File: src/hdl/rab_pkg.sv
// Shared types, constants and angle table for the range and bearing pipeline.
`timescale 1ns / 1ps

package rab_pkg;

    localparam int CFG_W        = 24;  // widest configuration register
    localparam int OFS_W        = 16;  // distance offset width
    localparam int SPAN_W       = 24;  // scaled span width
    localparam int SQ_FRAC      = 8;   // fraction bits of the pixel lengths
    localparam int PRE_SHIFT    = 14;  // CORDIC input prescale
    localparam int CORDIC_STEPS = 16;
    localparam int ZW           = 26;  // angle accumulator, 2^-16 degree
    localparam int BRG_W        = 16;
    localparam int DIST_W       = 32;
    localparam int ANG_SHIFT    = 9;   // 2^-16 degree down to 1/128 degree
    localparam int ANG_ROUND    = 256;

    localparam logic signed [ZW-1:0] DEG90     = ZW'(5898240);
    localparam logic signed [ZW-1:0] DEG180    = ZW'(11796480);
    localparam logic [BRG_W-1:0]     FULL_TURN = BRG_W'(46080);

    typedef enum logic [1:0] {
        ST_OK        = 2'd0,
        ST_NOT_FOUND = 2'd1,
        ST_ON_OWN    = 2'd2,
        ST_REF_ZERO  = 2'd3
    } status_t;

    typedef enum logic [2:0] {
        CFG_REF_X1   = 3'd0,
        CFG_REF_Y1   = 3'd1,
        CFG_REF_X2   = 3'd2,
        CFG_REF_Y2   = 3'd3,
        CFG_OWN_X    = 3'd4,
        CFG_OWN_Y    = 3'd5,
        CFG_SPAN     = 3'd6,
        CFG_OFFSET   = 3'd7
    } cfg_idx_t;

    // Per-item sideband that rides along the whole chain.
    typedef struct packed {
        status_t                  status;
        logic                     left;     // dx <= 0
        logic signed [OFS_W-1:0]  offset;
        logic [BRG_W-1:0]         bearing;  // filled in after the CORDIC
    } side_t;

    // atan(2^-i) in 2^-16 degree
    function automatic logic signed [ZW-1:0] atan_step(input int i);
        logic signed [ZW-1:0] r;
        begin
            case (i)
                0:       r = ZW'(2949120);
                1:       r = ZW'(1740967);
                2:       r = ZW'(919879);
                3:       r = ZW'(466945);
                4:       r = ZW'(234379);
                5:       r = ZW'(117304);
                6:       r = ZW'(58666);
                7:       r = ZW'(29335);
                8:       r = ZW'(14668);
                9:       r = ZW'(7334);
                10:      r = ZW'(3667);
                11:      r = ZW'(1833);
                12:      r = ZW'(917);
                13:      r = ZW'(458);
                14:      r = ZW'(229);
                15:      r = ZW'(115);
                default: r = '0;
            endcase
            return r;
        end
    endfunction

endpackage

File: src/hdl/rab_root_cell.sv
// Cell: a square-root step on both lengths; one CORDIC rotation if STEP<16.
`timescale 1ns / 1ps

module rab_root_cell #(
    parameter int RB   = 21,
    parameter int CW   = 30,
    parameter int STEP = 0
) (
    input  logic                       clk,
    input  logic                       rst_n,
    input  logic                       in_valid,
    output logic                       in_ready,
    input  rab_pkg::side_t             in_side,
    input  logic [2*RB-1:0]            in_dv,
    input  logic [RB:0]                in_drem,
    input  logic [RB-1:0]              in_droot,
    input  logic [2*RB-1:0]            in_lv,
    input  logic [RB:0]                in_lrem,
    input  logic [RB-1:0]              in_lroot,
    input  logic signed [CW-1:0]       in_x,
    input  logic signed [CW-1:0]       in_y,
    input  logic signed [rab_pkg::ZW-1:0] in_z,
    output logic                       out_valid,
    input  logic                       out_ready,
    output rab_pkg::side_t             out_side,
    output logic [2*RB-1:0]            out_dv,
    output logic [RB:0]                out_drem,
    output logic [RB-1:0]              out_droot,
    output logic [2*RB-1:0]            out_lv,
    output logic [RB:0]                out_lrem,
    output logic [RB-1:0]              out_lroot,
    output logic signed [CW-1:0]       out_x,
    output logic signed [CW-1:0]       out_y,
    output logic signed [rab_pkg::ZW-1:0] out_z
);

    localparam int SW = 2*RB + RB + 1 + RB;

    logic                       valid_reg;
    rab_pkg::side_t             side_reg;
    logic [2*RB-1:0]            dv_reg, lv_reg, dv_next, lv_next;
    logic [RB:0]                drem_reg, lrem_reg, drem_next, lrem_next;
    logic [RB-1:0]              droot_reg, lroot_reg, droot_next, lroot_next;
    logic signed [CW-1:0]       x_reg, y_reg, x_next, y_next;
    logic signed [rab_pkg::ZW-1:0] z_reg, z_next;

    // bring down two radicand bits, try (root << 2) | 1
    function automatic logic [SW-1:0] sq_step(input logic [2*RB-1:0] v,
                                              input logic [RB:0]     rem,
                                              input logic [RB-1:0]   root);
        logic [RB+2:0] cand;
        logic [RB+2:0] trial;
        logic [RB+2:0] diff;
        logic          ge;
        begin
            cand  = {rem, v[2*RB-1:2*RB-2]};
            trial = {1'b0, root, 2'b01};
            diff  = cand - trial;
            ge    = (cand >= trial);
            return {v << 2,
                    ge ? diff[RB:0] : cand[RB:0],
                    root[RB-2:0], ge};
        end
    endfunction

    always_comb
    begin
        {dv_next, drem_next, droot_next} = sq_step(in_dv, in_drem, in_droot);
        {lv_next, lrem_next, lroot_next} = sq_step(in_lv, in_lrem, in_lroot);
    end

    generate
        if (STEP < rab_pkg::CORDIC_STEPS) begin : g_rot
            logic signed [CW-1:0] xs, ys;
            always_comb
            begin
                xs = in_x >>> STEP;
                ys = in_y >>> STEP;
                if (in_y > 0)
                begin
                    x_next = in_x + ys;
                    y_next = in_y - xs;
                    z_next = in_z + rab_pkg::atan_step(STEP);
                end
                else
                begin
                    x_next = in_x - ys;
                    y_next = in_y + xs;
                    z_next = in_z - rab_pkg::atan_step(STEP);
                end
            end
        end else begin : g_pass
            always_comb
            begin
                x_next = in_x;
                y_next = in_y;
                z_next = in_z;
            end
        end
    endgenerate

    assign in_ready = !valid_reg || out_ready;

    always_ff @(posedge clk or negedge rst_n)
    begin
        if (!rst_n)
            valid_reg <= 1'b0;
        else if (in_ready)
            valid_reg <= in_valid;
    end

    always_ff @(posedge clk)
    begin
        if (in_ready && in_valid)
        begin
            side_reg  <= in_side;
            dv_reg    <= dv_next;
            drem_reg  <= drem_next;
            droot_reg <= droot_next;
            lv_reg    <= lv_next;
            lrem_reg  <= lrem_next;
            lroot_reg <= lroot_next;
            x_reg     <= x_next;
            y_reg     <= y_next;
            z_reg     <= z_next;
        end
    end

    assign out_valid = valid_reg;
    assign out_side  = side_reg;
    assign out_dv    = dv_reg;
    assign out_drem  = drem_reg;
    assign out_droot = droot_reg;
    assign out_lv    = lv_reg;
    assign out_lrem  = lrem_reg;
    assign out_lroot = lroot_reg;
    assign out_x     = x_reg;
    assign out_y     = y_reg;
    assign out_z     = z_reg;

endmodule

File: config.mk
export PLATFORM = sky130hd
export DESIGN_NAME = rab_root_cell
export DESIGN_NICKNAME = d
export VERILOG_FILES = /design/src/hdl/rab_pkg.sv /design/src/hdl/rab_root_cell.sv
export SDC_FILE = /design/constraint.sdc
export NUM_CORES = 1
export LEC_CHECK = 0
export BUFFER_PORTS_ARGS = -buffer_cell sky130_fd_sc_hd__buf_2
export CAP_MARGIN = 20
export CORE_AREA = 5 5 228 230
export DETAILED_ROUTE_END_ITERATION = 8
export DIE_AREA = 0 0 233 235
export PLACE_DENSITY_LB_ADDON = 0.3
export SLEW_MARGIN = 20
export SYNTH_ARGS = -nofsm -noshare
export SYNTH_HDL_FRONTEND = slang
export SYNTH_SLANG_ARGS = --single-unit
File: constraint.sdc
create_clock -name clk -period 13.2 [get_ports clk]
set_input_delay 2.64 -clock clk [delete_from_list [all_inputs] [get_ports clk]]
set_output_delay 2.64 -clock clk [all_outputs]
set_load 0.03 [all_outputs]
==> results.py <==
metrics = {
    "worst_setup_path": {
        "cp.buffers_inverters": 2,
        "critical_path.max_fanout": 63,
        "worst-endpoint-required_ns": 13.47,
        "path_common_cell": "sky130_fd_sc_hd__a21oi_1",
        "crit-reg2reg-launch": "out_valid$_DFFE_PN0N_",
        "worst_ep_arrival_time_ns": 6.42,
        "rrSetupSlack_ns": 10.81,
        "crit_chain": "buf_2 -> nor4_1 -> nand4_1 -> nor2_1 -> or2_2 -> buf_4 -> ha_1 -> a21o_1 -> a21oi_1 -> o21bai_1 -> a21oi_1 -> o21ai_0 -> a21o_1 -> a21oi_1 -> xnor2_1",
        "timing.critical_path.slowest_stage_cell": "sky130_fd_sc_hd__buf_4",
        "rr_worst_depth": 3,
        "crit_path_end_kind": "flip-flop",
        "timing.critical_path.from_type": "input port",
        "r2r_end": "out_lrem[3]$_DFFE_PP_",
        "worstSetupPathType": "in -> reg",
        "critPathMaxStageDelay_ns": 0.55,
        "cp_top_family": "compound AO/OA/AOI/OAI gates",
    },
    "cts": {
        "clock_tree.buffer_depth": 3,
        "cts_made_buffers": 35,
        "cts_post_setup_buffers_inserted": 0,
        "clock_slew_seen_by_the_registers_of_the_worst_setup_and_hold_paths_ns": 0.06,
        "cts_hold_repair.buffers": 0,
        "cts_max_level": 2,
        "clock_tree.root_cell": "sky130_fd_sc_hd__clkbuf_16",
        "post_cts.resized_instances": 0,
        "tritoncts_num_sinks": 287,
        "worstSkewPairLatency_ns": 0.53,
        "cts_tree": "done",
    },
    "yosys": {
        "synth_seq_cells": 287,
        "netlist_top_cells_count": "sky130_fd_sc_hd__edfxtp_1, sky130_fd_sc_hd__a21oi_1, sky130_fd_sc_hd__inv_1, sky130_fd_sc_hd__ha_1, sky130_fd_sc_hd__nor2_1",
        "synthCells": 1486,
        "ys.warnings.count": 0,
        "synthFlopType": "sky130_fd_sc_hd__edfxtp_1",
        "synthTopCellsByArea": "sky130_fd_sc_hd__edfxtp_1, sky130_fd_sc_hd__ha_1, sky130_fd_sc_hd__a21oi_1",
        "synthDistinctLibCells": 70,
        "synth_area_per_cell_um2": 11.06,
        "yosysTopAreaCell": "sky130_fd_sc_hd__edfxtp_1",
        "synth_seq_area_share": 0.5239,
        "synth_top_cell_area_share": 0.5224,
        "number_of_enable_type_register_cells_in_the_synthesized_netlist": 286,
        "most_used_standard_cell_by_instance_count_after_synthesis": "sky130_fd_sc_hd__edfxtp_1",
        "mappedNetlistArea_mm2": 0.01644,
        "asyncSetResetFlopFracSynth": 0.003484,
    },
    "die": {
        "fp-row-count": 82,
        "die_x_um": 233,
        "floorplan.die.height_um": 235,
        "die_area_mm2": 0.05476,
        "initial_core_util": 0.3311,
        "core_area_mm2": 0.04966,
        "num_io_pins": 588,
    },
    "sta": {
        "postLayoutSetupSlackWorst_ns": 7.050,
        "finalMaxSlewViolations": 0,
        "finalSetupTns_ns": 0,
        "worstMarginPinSlew_ns": 1.214,
        "hold_viol_final": 0,
        "setup-violations-final": 0,
        "fmaxAchievable_mhz": 162.6,
        "finalCriticalPeriod_ns": 6.150,
        "max-slew-margin-rel": 0.1906,
        "grt_setup_unrepaired": "false",
        "final.period_utilization": 0.4659,
        "worst_clock_skew_ns": 0.01119,
    },
    "placement": {
        "place_worst_setup_slack_ns": 6.499,
        "place_congestion": 0.9034,
        "io_buffers": 583,
        "hpwl_after_detailed_placement_um": 47490,
    },
    "routing": {
        "first_iter_violations": 954,
        "dr.pass1.iters": 8,
        "ant_nets": 0,
        "number_of_vias_after_detailed_routing": 13876,
        "vias_per_cell": 5.028,
        "detail_route.wirelength_um": 59290,
        "drt-wirelength-per-cell_um": 21.48,
        "drc_errors": 0,
    },
    "min_path": {
        "hold-path-cell-count": 2,
        "hold-path-endpoint": "out_valid$_DFFE_PN0N_",
        "min-delay-path-class": "reg -> reg",
        "hold_path.startpoint": "out_valid$_DFFE_PN0N_",
    },
    "run_status": {
        "status": "complete, no violations",
    },
    "power": {
        "leakagePower_nw": 9.408,
        "power_density_mw_per_mm2": 132.2,
        "peak_supply_drop_mv": 0.08308,
    },
    "cells_and_area": {
        "finalNetCount": 2497,
        "post_route_cells_drive_above_1_share": 0.3232,
        "layout_overhead_on_the_synthesized_area_pct": 29.04,
        "fillers": 4838,
    },
    "global_routing": {
        "grt_start_max_net_pins": 178,
        "grt_util_met1": 0.2311,
        "gr-max-usage-layer": "met2",
        "grt.met2_usage": 0.3672,
        "global_route_wire_length_before_repair_um": 85720,
        "grt_use_met3": 0.04660,
        "via_count_of_the_first_global_routing_pass": 13668,
        "gr-usage-all-layers": 0.2028,
        "antenna_found_initial": 16,
        "globalRouteOverflowTotal": 0,
    },
    "flow_run": {
        "max-cap-violations": 0,
    },
}
## state kept, by name, indices dropped and copies added, names as in the netlist
signal     count
out_side      35
out_droot     21
out_z         26
out_lroot     21
out_x         30
out_y         29
out_valid      1
out_dv        40
out_lv        40
out_drem      22
out_lrem      22
## cell families after synthesis
kind of cell	share of synthesized area
AO/OA/AOI/OAI	0.1508
XOR/XNOR	0.05647
adder cells (fa/ha/maj)	0.1122
buffers and inverters	0.04848
flip-flops	0.5239
multiplexers	0.01499
other	0.0002281
AND/OR/NAND/NOR	0.09285
## final cells by class
type / count / area [um^2] / area share
tap: 672 / 840.8 / 0.03963
clock inverter: 20 / 222.7 / 0.01050
sequential: 287 / 8613 / 0.4060
timing repair buffer: 588 / 2968 / 0.1399
antenna: 6 / 15.01 / 0.0007078
multi-input combinational: 997 / 7056 / 0.3326
clock buffer: 42 / 943.4 / 0.04447
inverter: 148 / 555.5 / 0.02619
## cell usage in the layout, fill, tap and decap left out, types with 9 or more instances in the layout
cell type	count
sky130_fd_sc_hd__a211oi_1	11
sky130_fd_sc_hd__a21o_1	38
sky130_fd_sc_hd__a21oi_1	142
sky130_fd_sc_hd__buf_2	583
sky130_fd_sc_hd__clkbuf_16	36
sky130_fd_sc_hd__edfxtp_1	286
sky130_fd_sc_hd__ha_1	141
sky130_fd_sc_hd__inv_1	142
sky130_fd_sc_hd__mux2_2	9
sky130_fd_sc_hd__mux2i_1	13
sky130_fd_sc_hd__nand2_1	75
sky130_fd_sc_hd__nand2b_1	16
sky130_fd_sc_hd__nand3_1	15
sky130_fd_sc_hd__nand4_1	18
sky130_fd_sc_hd__nor2_1	108
sky130_fd_sc_hd__nor2b_1	13
sky130_fd_sc_hd__nor3_1	29
sky130_fd_sc_hd__nor4_1	11
sky130_fd_sc_hd__o21a_1	14
sky130_fd_sc_hd__o21ai_0	87
sky130_fd_sc_hd__o21bai_1	15
sky130_fd_sc_hd__o31ai_1	19
sky130_fd_sc_hd__xnor2_1	72
sky130_fd_sc_hd__xor2_1	34
## worst min-delay path, delay by kind of cell (launching register included)
family | cells | cell delay [ns]
AND/OR/NAND/NOR | 2 | 0.19
flip-flops | 1 | 0.35
## where the power goes
group / switching (mW) / internal [mW]
registers: 0.0181 / 1.10
logic: 0.467 / 0.232
clock network: 0.392 / 0.591
## per-layer routing
metal  part of all wire  wire length (um)
met1               0.38             22290
met2               0.51             30200
met3              0.073              4317
met4              0.041              2415
met5             0.0012                73
## stage by stage
step	power (mW)	std cells	util	hold WS (ns)	instance area [um^2]
2_1_floorplan	1.615	1489	-	0.9253	16450
3_3_place_gp	1.833	2692	0.4034	0.5106	20030
3_5_place_dp	1.836	2692	0.4034	0.5610	20030
4_1_cts	2.839	2754	0.4269	0.5765	21200
5_1_grt	2.932	2758	0.4271	0.6080	21210
6_report	2.805	2760	0.4272	0.5793	21210
## worst max-delay path by stage
stage / startpoint / end / cells after the start
floorplan: out_ready / out_drem[0]$_DFFE_PP_ / 2
global placement: in_y[11] / out_z[25]$_DFFE_PP_ / 15
detailed placement: in_y[24] / out_z[25]$_DFFE_PP_ / 15
CTS: in_y[24] / out_z[25]$_DFFE_PP_ / 15
global route: in_y[11] / out_z[25]$_DFFE_PP_ / 15
finish: in_y[24] / out_z[25]$_DFFE_PP_ / 15
No activity file was read; power rests on OpenSTA's default activity.
