==> src/hdl/rab_pkg.sv <==
// Shared types, constants and angle table for the range and bearing pipeline.
`timescale 1ns / 1ps

package rab_pkg;

    localparam int CFG_W        = 24;  // widest configuration register
    localparam int OFS_W        = 16;  // distance offset width
    localparam int SPAN_W       = 24;  // scaled span width
    localparam int SQ_FRAC      = 8;   // fraction bits of the pixel lengths
    localparam int PRE_SHIFT    = 14;  // CORDIC input prescale
    localparam int CORDIC_STEPS = 16;
    localparam int ZW           = 26;  // angle accumulator, 2^-16 degree
    localparam int BRG_W        = 16;
    localparam int DIST_W       = 32;
    localparam int ANG_SHIFT    = 9;   // 2^-16 degree down to 1/128 degree
    localparam int ANG_ROUND    = 256;

    localparam logic signed [ZW-1:0] DEG90     = ZW'(5898240);
    localparam logic signed [ZW-1:0] DEG180    = ZW'(11796480);
    localparam logic [BRG_W-1:0]     FULL_TURN = BRG_W'(46080);

    typedef enum logic [1:0] {
        ST_OK        = 2'd0,
        ST_NOT_FOUND = 2'd1,
        ST_ON_OWN    = 2'd2,
        ST_REF_ZERO  = 2'd3
    } status_t;

    typedef enum logic [2:0] {
        CFG_REF_X1   = 3'd0,
        CFG_REF_Y1   = 3'd1,
        CFG_REF_X2   = 3'd2,
        CFG_REF_Y2   = 3'd3,
        CFG_OWN_X    = 3'd4,
        CFG_OWN_Y    = 3'd5,
        CFG_SPAN     = 3'd6,
        CFG_OFFSET   = 3'd7
    } cfg_idx_t;

    // Per-item sideband that rides along the whole chain.
    typedef struct packed {
        status_t                  status;
        logic                     left;     // dx <= 0
        logic signed [OFS_W-1:0]  offset;
        logic [BRG_W-1:0]         bearing;  // filled in after the CORDIC
    } side_t;

    // atan(2^-i) in 2^-16 degree
    function automatic logic signed [ZW-1:0] atan_step(input int i);
        logic signed [ZW-1:0] r;
        begin
            case (i)
                0:       r = ZW'(2949120);
                1:       r = ZW'(1740967);
                2:       r = ZW'(919879);
                3:       r = ZW'(466945);
                4:       r = ZW'(234379);
                5:       r = ZW'(117304);
                6:       r = ZW'(58666);
                7:       r = ZW'(29335);
                8:       r = ZW'(14668);
                9:       r = ZW'(7334);
                10:      r = ZW'(3667);
                11:      r = ZW'(1833);
                12:      r = ZW'(917);
                13:      r = ZW'(458);
                14:      r = ZW'(229);
                15:      r = ZW'(115);
                default: r = '0;
            endcase
            return r;
        end
    endfunction

endpackage

==> src/hdl/rab_div_cell.sv <==
// One chain cell: a restoring division step, one quotient bit.
`timescale 1ns / 1ps

module rab_div_cell #(
    parameter int RB = 21,
    parameter int PW = 45
) (
    input  logic            clk,
    input  logic            rst_n,
    input  logic            in_valid,
    output logic            in_ready,
    input  rab_pkg::side_t  in_side,
    input  logic [PW-1:0]   in_nq,     // numerator shifting out, quotient in
    input  logic [RB-1:0]   in_rem,
    input  logic [RB-1:0]   in_lf,
    output logic            out_valid,
    input  logic            out_ready,
    output rab_pkg::side_t  out_side,
    output logic [PW-1:0]   out_nq,
    output logic [RB-1:0]   out_rem,
    output logic [RB-1:0]   out_lf
);

    logic            valid_reg;
    rab_pkg::side_t  side_reg;
    logic [PW-1:0]   nq_reg, nq_next;
    logic [RB-1:0]   rem_reg, rem_next, lf_reg;
    logic [RB:0]     cand, diff;
    logic            ge;

    always_comb
    begin
        cand     = {in_rem, in_nq[PW-1]};
        diff     = cand - {1'b0, in_lf};
        ge       = (cand >= {1'b0, in_lf});
        rem_next = ge ? diff[RB-1:0] : cand[RB-1:0];
        nq_next  = {in_nq[PW-2:0], ge};
    end

    assign in_ready = !valid_reg || out_ready;

    always_ff @(posedge clk or negedge rst_n)
    begin
        if (!rst_n)
            valid_reg <= 1'b0;
        else if (in_ready)
            valid_reg <= in_valid;
    end

    always_ff @(posedge clk)
    begin
        if (in_ready && in_valid)
        begin
            side_reg <= in_side;
            nq_reg   <= nq_next;
            rem_reg  <= rem_next;
            lf_reg   <= in_lf;
        end
    end

    assign out_valid = valid_reg;
    assign out_side  = side_reg;
    assign out_nq    = nq_reg;
    assign out_rem   = rem_reg;
    assign out_lf    = lf_reg;

endmodule

==> config.mk <==
export PLATFORM = sky130hd
export DESIGN_NAME = rab_div_cell
export DESIGN_NICKNAME = d
export VERILOG_FILES = /design/src/hdl/rab_pkg.sv /design/src/hdl/rab_div_cell.sv
export SDC_FILE = /design/constraint.sdc
export NUM_CORES = 1
export LEC_CHECK = 0
export ABC_AREA = 1
export BUFFER_PORTS_ARGS = -buffer_cell sky130_fd_sc_hd__buf_2
export CAP_MARGIN = 20
export CORE_MARGIN = 2
export CORE_UTILIZATION = 50
export DETAILED_ROUTE_END_ITERATION = 16
export GPL_ROUTABILITY_DRIVEN = 1
export GPL_TIMING_DRIVEN = 0
export HOLD_SLACK_MARGIN = 0.05
export PLACE_DENSITY_LB_ADDON = 0.1
export SETUP_SLACK_MARGIN = 0.3
export SLEW_MARGIN = 5
export SYNTH_ARGS = -nofsm -noshare
export SYNTH_HDL_FRONTEND = slang
export SYNTH_SLANG_ARGS = --single-unit
==> constraint.sdc <==
create_clock -name clk -period 15.5 [get_ports clk]
set_input_delay 0.775 -clock clk [delete_from_list [all_inputs] [get_ports clk]]
set_output_delay 0.775 -clock clk [all_outputs]
set_load 0.02 [all_outputs]
==> results.sh, run 1 <==
export IMPL_finClkSkew_ns=0.00926
export IMPL_yosys_area_top_type="edfxtp_1"
export IMPL_critPathKind="in2reg"
export IMPL_dp_cells=887
export IMPL_clock_path_buffers=2
export IMPL_synth_edf_count=122
export IMPL_finalCritPeriodShare_pct=15.2
export IMPL_end_kind="register"
export IMPL_vias=4365
export IMPL_power_per_cell_area_nw_per_um2=125
export IMPL_antenna_found_initial=1
export IMPL_path_clk_slew_ns=0.06
export IMPL_root_buffer="clkbuf_8"
export IMPL_die_w_um=109
export IMPL_synth_cell_types=29
export IMPL_drive_above_1_share_pct=39.9
export IMPL_hpwl_um=10800
export IMPL_avgRoutedWirePerCell_um=15.0
export IMPL_hold_worst_slack_ns=0.424
export IMPL_max_freq_mhz=426
export IMPL_yosysWarningCount=0
export IMPL_viasPerCell=4.74
export IMPL_die_h_um=109
export IMPL_clk_latency_ns=0.52
export IMPL_crit_path_max_incr_delay_ns=0.42
export IMPL_ir_drop_v=0.0000680
export IMPL_final_util_pct=71.1
export IMPL_grt_pass1_wl_um=19900
export IMPL_crit_chain="buf_2 > inv_1 > ha_1 > inv_1 > fa_1 > nand2_1 > nand2_1 > nand3_2 > nand2_2 > nand2_1 > nand2_2 > nand2_2 > nand2_4 > buf_6 > nand3_1 > nand2_1"
export IMPL_gp_congestion=0.876
export IMPL_syn_avg_cell_area_um2=11.2
export IMPL_pin_count=250
export IMPL_yosysTopAreaCellShare_pct=66.4
export IMPL_syn_cell_area_um2=5520
export IMPL_cts_resized_gates=0
export IMPL_leakage_nw=3.73
export IMPL_multi_input_area_um2=1510
export IMPL_nets=915
export IMPL_port_buffers=249
export IMPL_status="finished clean"
export IMPL_max_cap_viol_count=0
export IMPL_tns_ns=0
export IMPL_drc=0
export IMPL_setup_violations=0
export IMPL_critical_path_top_delay_family="simple AND/OR/NAND/NOR gates"
export IMPL_hold_violations=0
export IMPL_syn_nets=642
export IMPL_synth_cells=494
export IMPL_diodes=0
export IMPL_n_fill_cell=825
export IMPL_area_growth_pct=38.9
export IMPL_cp_start_kind="primary input"
export IMPL_slew_viol_final=0
export IMPL_final_seq_area_um2=3690
export IMPL_async_flop_share_pct=0.813
export IMPL_initial_core_util_pct=51.1
export IMPL_drtIter0Drc=226
export IMPL_core_um2=10800
export IMPL_yosys_top_cells_area="edfxtp_1 66%, nand2_1 11%, inv_1 4.9%"
export IMPL_die_area_um2=11900
export IMPL_fin_crit_ns=2.35
export IMPL_cts_tree="built"
export IMPL_synth_ff_type="edfxtp_1"
export IMPL_gr_usage_all_layers_pct=22.5
export IMPL_grt_ovfl_total=0
export IMPL_worstMarginPinSlew_ns=0.549
export IMPL_grt_pass1_vias=4114
export IMPL_critPathBufInv=4
export IMPL_grt_max_degree=31
export IMPL_fp_row_count=38
export IMPL_cts_htree_levels=4
export IMPL_arrival_ns=2.62
export IMPL_synth_seq_cells=123
export IMPL_path_common_cell="nand2_1"
export IMPL_antenna_left=0
export IMPL_rsz0062_at_grt="no"
export IMPL_numCtsBuffers=17
export IMPL_cpMaxStageDelayCell="fa_1"
export IMPL_cp_required_ns=15.77
export IMPL_max_slew_margin_pct=63.3
export IMPL_wirelength_um=13800
export IMPL_cp_max_fo=10
export IMPL_clkSinkCount=123
export IMPL_hold_class="in2reg"
export IMPL_first_pass_iters=4
export IMPL_post_cts_buffers=0
export IMPL_finalNonFillerCells=920
export IMPL_ys_seq_area_share_pct=66.8
## final timing paths
| path | slack (ns) | cells past startpoint | start | end |
|---|---|---|---|---|
| max in group asynchronous | 14.85 | 2 | rst_n | out_valid |
| hold / removal | 0.42 | 1 | in_side[25] | out_side[25] |
| min in group asynchronous | 0.57 | 2 | rst_n | out_valid |
| hold reg to reg | 0.58 | 2 | out_valid | out_valid |
| setup / recovery | 13.15 | 16 | in_nq[44] | out_rem[19] |
| setup reg to reg | 13.80 | 3 | out_valid | out_nq[5] |
## area by class of cell
type / instances / share of cell area (%)
buffer: 4 / 0.587
clock buffer: 20 / 5.55
clock inverter: 12 / 2.53
inverter: 75 / 3.70
multi-input combinational: 292 / 19.7
sequential: 123 / 48.1
tap: 140 / 2.28
timing repair buffer: 254 / 17.5
## metrics by stage
stage	power [mW]	instance area (um^2)	setup WS (ns)
CTS	0.970	7670	13.15
detailed placement	0.553	7040	12.63
global route	0.999	7670	13.02
floorplan	0.500	5520	8.16
global placement	0.552	6940	6.18
finish	0.961	7670	13.15
## power breakdown
group / internal [mW] / switching, mW
Combinational: 0.0533 / 0.0946
Sequential: 0.393 / 0.00450
Clock: 0.276 / 0.139
Total: 0.723 / 0.238
## worst register-to-register path, delay by kind of cell, from the launching register on
kind | cells | cell delay (ns)
AO/OA/AOI/OAI | 1 | 0.49
flip-flops | 1 | 0.42
buffers and inverters | 2 | 0.46
## cell usage after synthesis (all sizes together) (2+ instances only)
library cell    n
a21oi          15
buf             4
edfxtp        122
ha             21
inv            75
nand2         175
nand3          28
nand3b          4
nand4           2
nor2           26
nor3            4
o21bai          2
or2             2
xor2            8
## layer usage
| layer | GRT usage, % | part of all wire [%] | vias up |
|---|---|---|---|
| li1 | - | - | 2185 |
| met1 | 26.1 | 39 | 1987 |
| met2 | 38.7 | 51 | 170 |
| met3 | 7.47 | 8.2 | 21 |
| met4 | 8.70 | 1.5 | 2 |
| met5 | 0 | 0.080 | - |
## state kept, by name (all words and copies together) (netlist names)
signal and count:
out_rem 21, out_lf 21, out_nq 45, out_valid 1
out_side 35
## cells in the final DEF, fill, tap and decap left out, types with 4 or more instances in the layout
cell	Yosys	layout
inv_1	72	72
nand2_2	16	16
a21oi_1	14	13
edfxtp_1	122	122
nor2_1	25	25
ha_1	21	21
xor2_1	8	8
buf_6	4	4
nand3_1	27	27
buf_2	0	249
bufinv_16	0	5
nand3b_1	4	4
clkbuf_16	0	16
nand2_1	158	158
## repair_timing
item	in CTS	in global routing
hold endpoints to repair	1	0
endpoints found under the setup margin	0	0
hold buffers	1	0
## logic make-up after synthesis
family	count (synthesis)	synth area share (%)
AOI/OAI and AO/OA	19	1.93
buffers and inverters	79	5.96
xor gates and xnor gates	8	1.27
DFF	123	66.8
and+or+nand+nor	243	18.9
adders and majority gates	22	5.12
Power figures use the tool's default switching activity.
==> run 2: changes to the inputs <==
Settings changed: CORE_UTILIZATION 50 to 47.
Clock period 15.5 ns to 2.45 ns, I/O delays scaled along.
==> results.sh, run 2 (synthesis gave the netlist of run 1 again) <==
export IMPL_hp_start="in_nq[44]"
export IMPL_fin_crit_ns=2.05
export IMPL_hpwl_um=10900
export IMPL_globalRouteMet3Util_pct=8.15
export IMPL_avgRoutedWirePerCell_um=16.3
export IMPL_gr_usage_all_layers_pct=27.4
export IMPL_finalCritPeriodShare_pct=83.8
export IMPL_clkSinkCount=123
export IMPL_end_kind="register"
export IMPL_grt_ovfl_total=0
export IMPL_final_cell_mix="248 x buf_2, 153 x nand2_1, 123 x dlygate4sd3_1"
export IMPL_gp_congestion=0.865
export IMPL_tns_ns=0
export IMPL_cpMaxStageDelayCell="dlygate4sd3_1"
export IMPL_area_growth_pct=66.7
export IMPL_antenna_found_initial=1
export IMPL_cp_required_ns=2.62
export IMPL_rsz0062_at_grt="yes"
export IMPL_reg2reg_to="out_nq[41]"
export IMPL_core_um2=11400
export IMPL_drive_above_1_share_pct=38.4
export IMPL_power_total_mw=6.12
export IMPL_clock_path_buffers=2
export IMPL_hold_violations=0
export IMPL_power_per_cell_area_nw_per_um2=665
export IMPL_clk_latency_ns=0.42
export IMPL_cts_tree="built"
export IMPL_path_common_cell="nand2_1"
export IMPL_critical_path_top_delay_family="buffers and inverters"
export IMPL_grt_util_met2_pct=49.8
export IMPL_path_clk_slew_ns=0.06
export IMPL_finalNonFillerCells=1054
export IMPL_r2r_slack_ns=0.74
export IMPL_setup_violations=0
export IMPL_hold_worst_slack_ns=0.113
export IMPL_worst_slack_ns=0.398
export IMPL_max_slew_margin_pct=45.1
export IMPL_max_freq_mhz=487
export IMPL_cp_max_fo=6
export IMPL_first_pass_iters=4
export IMPL_viasPerCell=4.76
export IMPL_top_usage_layer="met2"
export IMPL_grt_util_met1_pct=30.5
export IMPL_arrival_ns=2.22
export IMPL_dp_cells=890
export IMPL_status="finished clean"
export IMPL_root_buffer="clkbuf_16"
export IMPL_pre_cts_slack_ns=0.255
export IMPL_cp_start_kind="primary input"
export IMPL_drtIter0Drc=269
export IMPL_antenna_left=0
export IMPL_nets=1044
export IMPL_min_to="out_rem[0]"
export IMPL_port_buffers=249
export IMPL_numCtsBuffers=17
export IMPL_crit_chain="dlygate4sd3_1 > buf_2 > inv_2 > ha_4 > buf_4 > nand2_1 > nand2_2 > nand2_1 > nand2_1 > a21oi_2 > nand2_2 > nand2_2 > nand2_4 > clkbuf_16 > nand3_1 > nand2_1"
export IMPL_cts_htree_levels=4
export IMPL_worstMarginPinSlew_ns=0.821
export IMPL_die_w_um=112
export IMPL_largest_reg_flops=45
export IMPL_whs_path_depth=3
export IMPL_pin_count=250
export IMPL_initial_core_util_pct=48.3
export IMPL_final_common_cell="buf_2"
export IMPL_die_h_um=112
export IMPL_r2r_cells=2
export IMPL_drc=0
export IMPL_leakage_nw=4.30
export IMPL_n_fill_cell=678
export IMPL_wirelength_um=17200
export IMPL_path_depth=16
export IMPL_reg2reg_from="out_valid"
export IMPL_slew_viol_final=0
export IMPL_critPathBufInv=5
export IMPL_grt_pass1_vias=5157
export IMPL_fp_row_count=39
export IMPL_hold_class="in2reg"
export IMPL_vias=5021
export IMPL_grt_max_degree=31
export IMPL_critPathKind="in2reg"
export IMPL_grt_pass1_wl_um=26300
export IMPL_finClkSkew_ns=0.00686
export IMPL_max_cap_viol_count=0
export IMPL_crit_path_max_incr_delay_ns=0.55
export IMPL_die_area_um2=12600
export IMPL_ir_drop_v=0.000624
run 2: layout make-up:
class	instances	area [um^2]	area share [%]
well taps	143	179	1.94
flip-flops and latches	123	3690	40.1
plain buffers	4	61.3	0.666
clock inverters	13	125	1.36
diodes	2	5.00	0.0544
inverters	75	287	3.11
multi-input cells	292	1770	19.2
repair buffers	383	2650	28.8
clock buffers	19	433	4.71
run 2: metrics by stage:
step	instance area [um^2]	utilization, %
finish	9200	80.6
global route	9200	80.6
CTS	8850	77.5
detailed placement	7050	61.8
global placement	6960	60.9
floorplan	5530	-
run 2: tightest hold or removal path: stages:
cell and delay [ns]:
buf_2 0.07, inv_1 0.04, o21ai_0 0.18
run 2: layer usage:
| metal | vias to the layer above | part of all wire, % |
|---|---|---|
| met5 | - | 0 |
| met4 | 0 | 2.3 |
| met3 | 33 | 6.8 |
| met2 | 206 | 53 |
| met1 | 2335 | 38 |
| li1 | 2447 | - |
run 2: worst max path at each step:
stage	startpoint	to	slack (ns)
6_report	in_lf[11]	out_rem[12]	0.40
3_5_place_dp	in_nq[44]	out_rem[19]	0.25
4_1_cts	in_rem[0]	out_rem[19]	0.32
2_1_floorplan	out_valid	out_lf[0]	-0.48
5_1_grt	in_lf[9]	out_rem[13]	0.30
3_3_place_gp	out_valid	out_side[30]	-1.08
run 2: power by group:
group	switching, mW	leakage (nW)	internal [mW]
logic	0.685	2.85	0.531
clock network	0.895	0.272	1.48
registers	0.0359	1.17	2.49
total	1.62	4.30	4.50
run 2: what timing repair did:
action	CTS	global route
buffers inserted	0	5
hold buffers	124	0
endpoints found under the hold margin	122	0
setup endpoints to repair	0	20
resized for setup	0	50
